`src/rtl/core/rwmc_ram.sv`:
```
// rwmc_ram: generic single-clock ram, one write port and one registered read port
// no dependencies

module rwmc_ram #(
   parameter int WIDTH = 8,
   parameter int DEPTH = 256
) (
   input  logic                     clock,
   input  logic                     we,
   input  logic [$clog2(DEPTH)-1:0] waddr,
   input  logic [WIDTH-1:0]         wdata,
   input  logic [$clog2(DEPTH)-1:0] raddr,
   output logic [WIDTH-1:0]         rdata
);

   logic [WIDTH-1:0] mem [DEPTH];
   logic [WIDTH-1:0] rdata_ff;

   always_ff @(posedge clock) begin
      if (we) begin
         mem[waddr] <= wdata;
      end
      rdata_ff <= mem[raddr];
   end

   assign rdata = rdata_ff;

endmodule
```
`config.mk`:
```
export PLATFORM = sky130hd
export DESIGN_NAME = rwmc_ram
export DESIGN_NICKNAME = d
export VERILOG_FILES = /design/src/rtl/core/rwmc_ram.sv
export SDC_FILE = /design/constraint.sdc
export NUM_CORES = 2
export LEC_CHECK = 0
export BUFFER_PORTS_ARGS = -buffer_cell sky130_fd_sc_hd__buf_2
export CELL_PAD_IN_SITES_DETAIL_PLACEMENT = 1
export CELL_PAD_IN_SITES_GLOBAL_PLACEMENT = 1
export CORE_MARGIN = 2
export CORE_UTILIZATION = 30
export CTS_CLUSTER_DIAMETER = 80
export DETAILED_ROUTE_END_ITERATION = 10
export PLACE_DENSITY = 0.59
export REMOVE_ABC_BUFFERS = 1
export SYNTH_ARGS = -nofsm -noshare
export SYNTH_HDL_FRONTEND = slang
export SYNTH_SLANG_ARGS = --single-unit
```
`constraint.sdc`:
```
create_clock -name clock -period 3.8 [get_ports clock]
set_clock_uncertainty 0.2 [all_clocks]
set_input_delay 0.95 -clock clock [delete_from_list [all_inputs] [get_ports clock]]
set_output_delay 0.95 -clock clock [all_outputs]
set_load 0.02 [all_outputs]
```
# --- After elaboration in Yosys (flattened, before gate mapping) ---
# Memory sizes are Yosys's and may differ from the RTL's. A register that Yosys moved wholly into a read port is not among the register bits.
# Cells that the tools add are included.
totals:
  ramBits: 2048
  memories: 1
  register_bits: 0
  output_inout_bits: 8
  wordCells: 3
  inputBits: 26
memory_table:
  columns: ["memory", "words", "width", "rd", "rd_clocked_by_memory_dff", "write_ports", "line", "source"]
  rows:
  - ["mem", 256, 8, 1, 1, 1, "16", "logic [WIDTH-1:0] mem [DEPTH];"]
op_classes:
  n_mux: 2
ops:
  columns: ["op", "n"]
  rows:
  - ["2-to-1 mux 1 bit", 2]

# --- Longest topological paths before layout ---
logic_depth:
  word_depth: 2
  depth_mapped: 11
  ltp_nobuf: 6

# --- Worst setup path after synthesis ---
# No wires, ideal clock.
synth_path:
  kind: "input to register"
  start: "input port raddr[0]"
  end: "register rdata_ff[2], in the netlist rdata[2], read port of mem"
  setup_slack_ns: 0.712
  required_ns: 3.469
  stages: 9
  setup_time_ns: 0.131
  path_buffers: 4
  arrival_ns: 2.757
  cell_sequence: "buf_6 -> buf_12 -> buf_8 -> buf_2 -> mux4_2 -> a22oi_1 -> a21oi_1 -> nor4_1 -> nor4_2"
synth_rtl:
  columns: ["element", "line", "source"]
  rows:
  - ["start: declaration", "12", "input logic [$clog2(DEPTH)-1:0] raddr,"]
  - ["end: declaration", "17", "logic [WIDTH-1:0] rdata_ff;"]

==> flow_summary.ini <==
[worst_setup_path]
arrival_ps = 4100
crit_path_max_fanout = 30
critical_path.startpoint = raddr[0]
required_ps = 4290
endpoint_kind = register
cp-start-kind = input pin
rr_startpoint = mem[83][3]
r2r_slack_ps = 620
worst-setup-path-type = input pin to register

[die]
die_h_um = 519
die_w_um = 519
initial_core_util_pct = 30.1
die_area_um2 = 269000
fp-row-count = 189
core_um2 = 264000
ios = 34

[clock_tree]
clock-sinks = 2056
postCtsSetupRepairBufs = 0
numCtsBuffers = 204
clk_latency_ps = 860
path_clk_slew_ps = 60
tritoncts = done
cts-root-buf = clkbuf_16
htreeDepth = 4
clockBufferDepth = 3

[global_route]
grt_overflow = 0
grt_pass1_vias = 42663
grt_pass1_wl_um = 321000
grt_usage_pct = 16.3
antenna_found_initial = 16
grt_max_degree = 118

[logic_synthesis]
synth_edf_count = 2048
synth_compound_area_share_pct = 3.42
yosysWarnings = 0
synth_seq_area_share_pct = 77.5
syn_area_um2 = 79600
yosys-mux-area-fraction_pct = 14.6
synth-simple-area-share_pct = 2.63
synthCells = 3733
ys_ff_latch = 2056
synth_xor_xnor_area_share_pct = 0
avgSynthCellArea_um2 = 21.3
synthFlopType = edfxtp_1
async_flop_share_pct = 0
synth_adder_area_share_pct = 0
synth_top_family_by_area = multiplexers
ys_types = 55

[outcome]
status = finished clean

[finish]
utilization_pct = 35.9
area_growth_pct = 19.3
multi_input_area_um2 = 16600
seq_area_um2 = 61700
drive_above_1_share_pct = 31.0
final_nets = 4352
layout_common_cells = edfxtp_1, buf_4, mux4_2
layout_commonest_cell = edfxtp_1
fin_area_um2 = 94900
nFillCells = 26113

[routing]
firstDrtPassIters = 5
vias_per_cell = 5.04
totalWireLength_um = 222000
drcViolationCount = 0
wl_per_cell_um = 27.7
vias = 40512
ant_nets = 0
drt_iter0_drc = 4272

[placement]
postPlaceCellArea_um2 = 88200
hpwl_um = 144000
numPortBuffers = 33
dp_slack_ps = -1160
gp_congestion = 0.818

[timing]
fin_crit_sh_pct = 95.0
finalCriticalPeriod_ps = 3610
tightestPinTransition_ps = 1170
rsz0062_at_grt = false
report.final.slew_viol_count = 0
hold_viol_final = 0
setup_viol = 0
fmaxAchievable_mhz = 277
fin_ws_ps = 188
slew_headroom_pct = 21.2

[power_and_ir_drop]
power-per-cell-area_nw_per_um2 = 504
cellLeakagePower_nw = 30.0
peakVddDrop_mv = 0.414

[hold_path]
worstHoldStart = wdata[2]
hp-class = input pin to register

[run]
drv_cap = 0
-- worst paths after layout --
kind                endpoint  cells past startpoint
hold reg to reg     rdata[5]                      8
setup reg to reg    rdata[3]                      6
setup / recovery    rdata[3]                      8
hold / removal    mem[90][2]                      1
-- what timing repair did --
item                       CTS  global route
setup endpoints to repair    2             0
hold buffers                 0             0
resized for setup            2             0
-- power breakdown --
group          switching, W  total (W)  internal, W
Clock               0.00880     0.0202       0.0114
Combinational       0.00162    0.00261     0.000986
Sequential        0.0000459     0.0250       0.0250
-- per-stage QoR --
step           power [W]  TNS, ps  cells  hold WS [ps]
2_1_floorplan     0.0264        0   3500           563
3_3_place_gp      0.0281    -5150   7652           880
3_5_place_dp      0.0282    -4240   7653           951
4_1_cts           0.0483        0   8036           227
5_1_grt           0.0492        0   8038           254
6_report          0.0479        0   8040           296
-- final cells by class --
type	instances	area share (%)
Clock buffer	240	5.57
Clock inverter	143	1.49
Antenna cell	4	0.0105
Multi-Input combinational cell	1442	17.4
Sequential cell	2056	65.0
Inverter	2	0.00791
Timing Repair Buffer	620	5.85
Tap cell	3533	4.66
-- per-layer routing --
layer,GRT usage [%],up-vias,part of all wire [%]
li1,-,16894,-
met1,22.2,22092,42
met2,27.6,1233,50
met3,2.00,289,5.1
met4,4.58,4,2.5
met5,0,-,0.012
-- logic make-up after synthesis --
logic type / Yosys count
mux: 591
flops: 2056
buf+inv: 235
simple gates: 466
compound gates: 385
-- flip-flops by register name (all words and copies together), names as in the netlist --
register,cells
mem,2048
rdata,8
-- cell usage after synthesis (5+ instances only) --
cell | instances | area share (%)
buf_6 | 21 | 0.30
o22ai_1 | 28 | 0.22
o21ai_0 | 10 | 0.063
edfxtp_1 | 2048 | 77
nor2b_1 | 31 | 0.24
a22oi_1 | 133 | 1.3
dfxtp_1 | 8 | 0.20
nand2_1 | 33 | 0.16
a221oi_1 | 13 | 0.14
buf_2 | 31 | 0.20
o211ai_1 | 10 | 0.094
nor2_1 | 282 | 1.3
mux4_2 | 454 | 13
nand3_1 | 34 | 0.21
nand2b_1 | 8 | 0.063
a22o_1 | 8 | 0.088
nand4_1 | 10 | 0.079
clkbuf_1 | 111 | 0.52
buf_8 | 13 | 0.25
nor4_1 | 24 | 0.19
buf_4 | 27 | 0.25
a21oi_1 | 96 | 0.60
o221ai_1 | 46 | 0.51
and2_1 | 6 | 0.047
buf_12 | 8 | 0.20
o22a_1 | 5 | 0.055
mux2i_1 | 134 | 1.7
a211oi_1 | 16 | 0.15
buf_1 | 22 | 0.10
nor3_1 | 22 | 0.14
-- worst max-delay path, stage by stage --
cell and delay [ps]:
buf_8 230, buf_12 290, buf_12 220, mux4_2 520
a221oi_1 820, o32ai_1 250, nor3_2 550, nor4_1 150
Power figures use the tool's default switching activity.
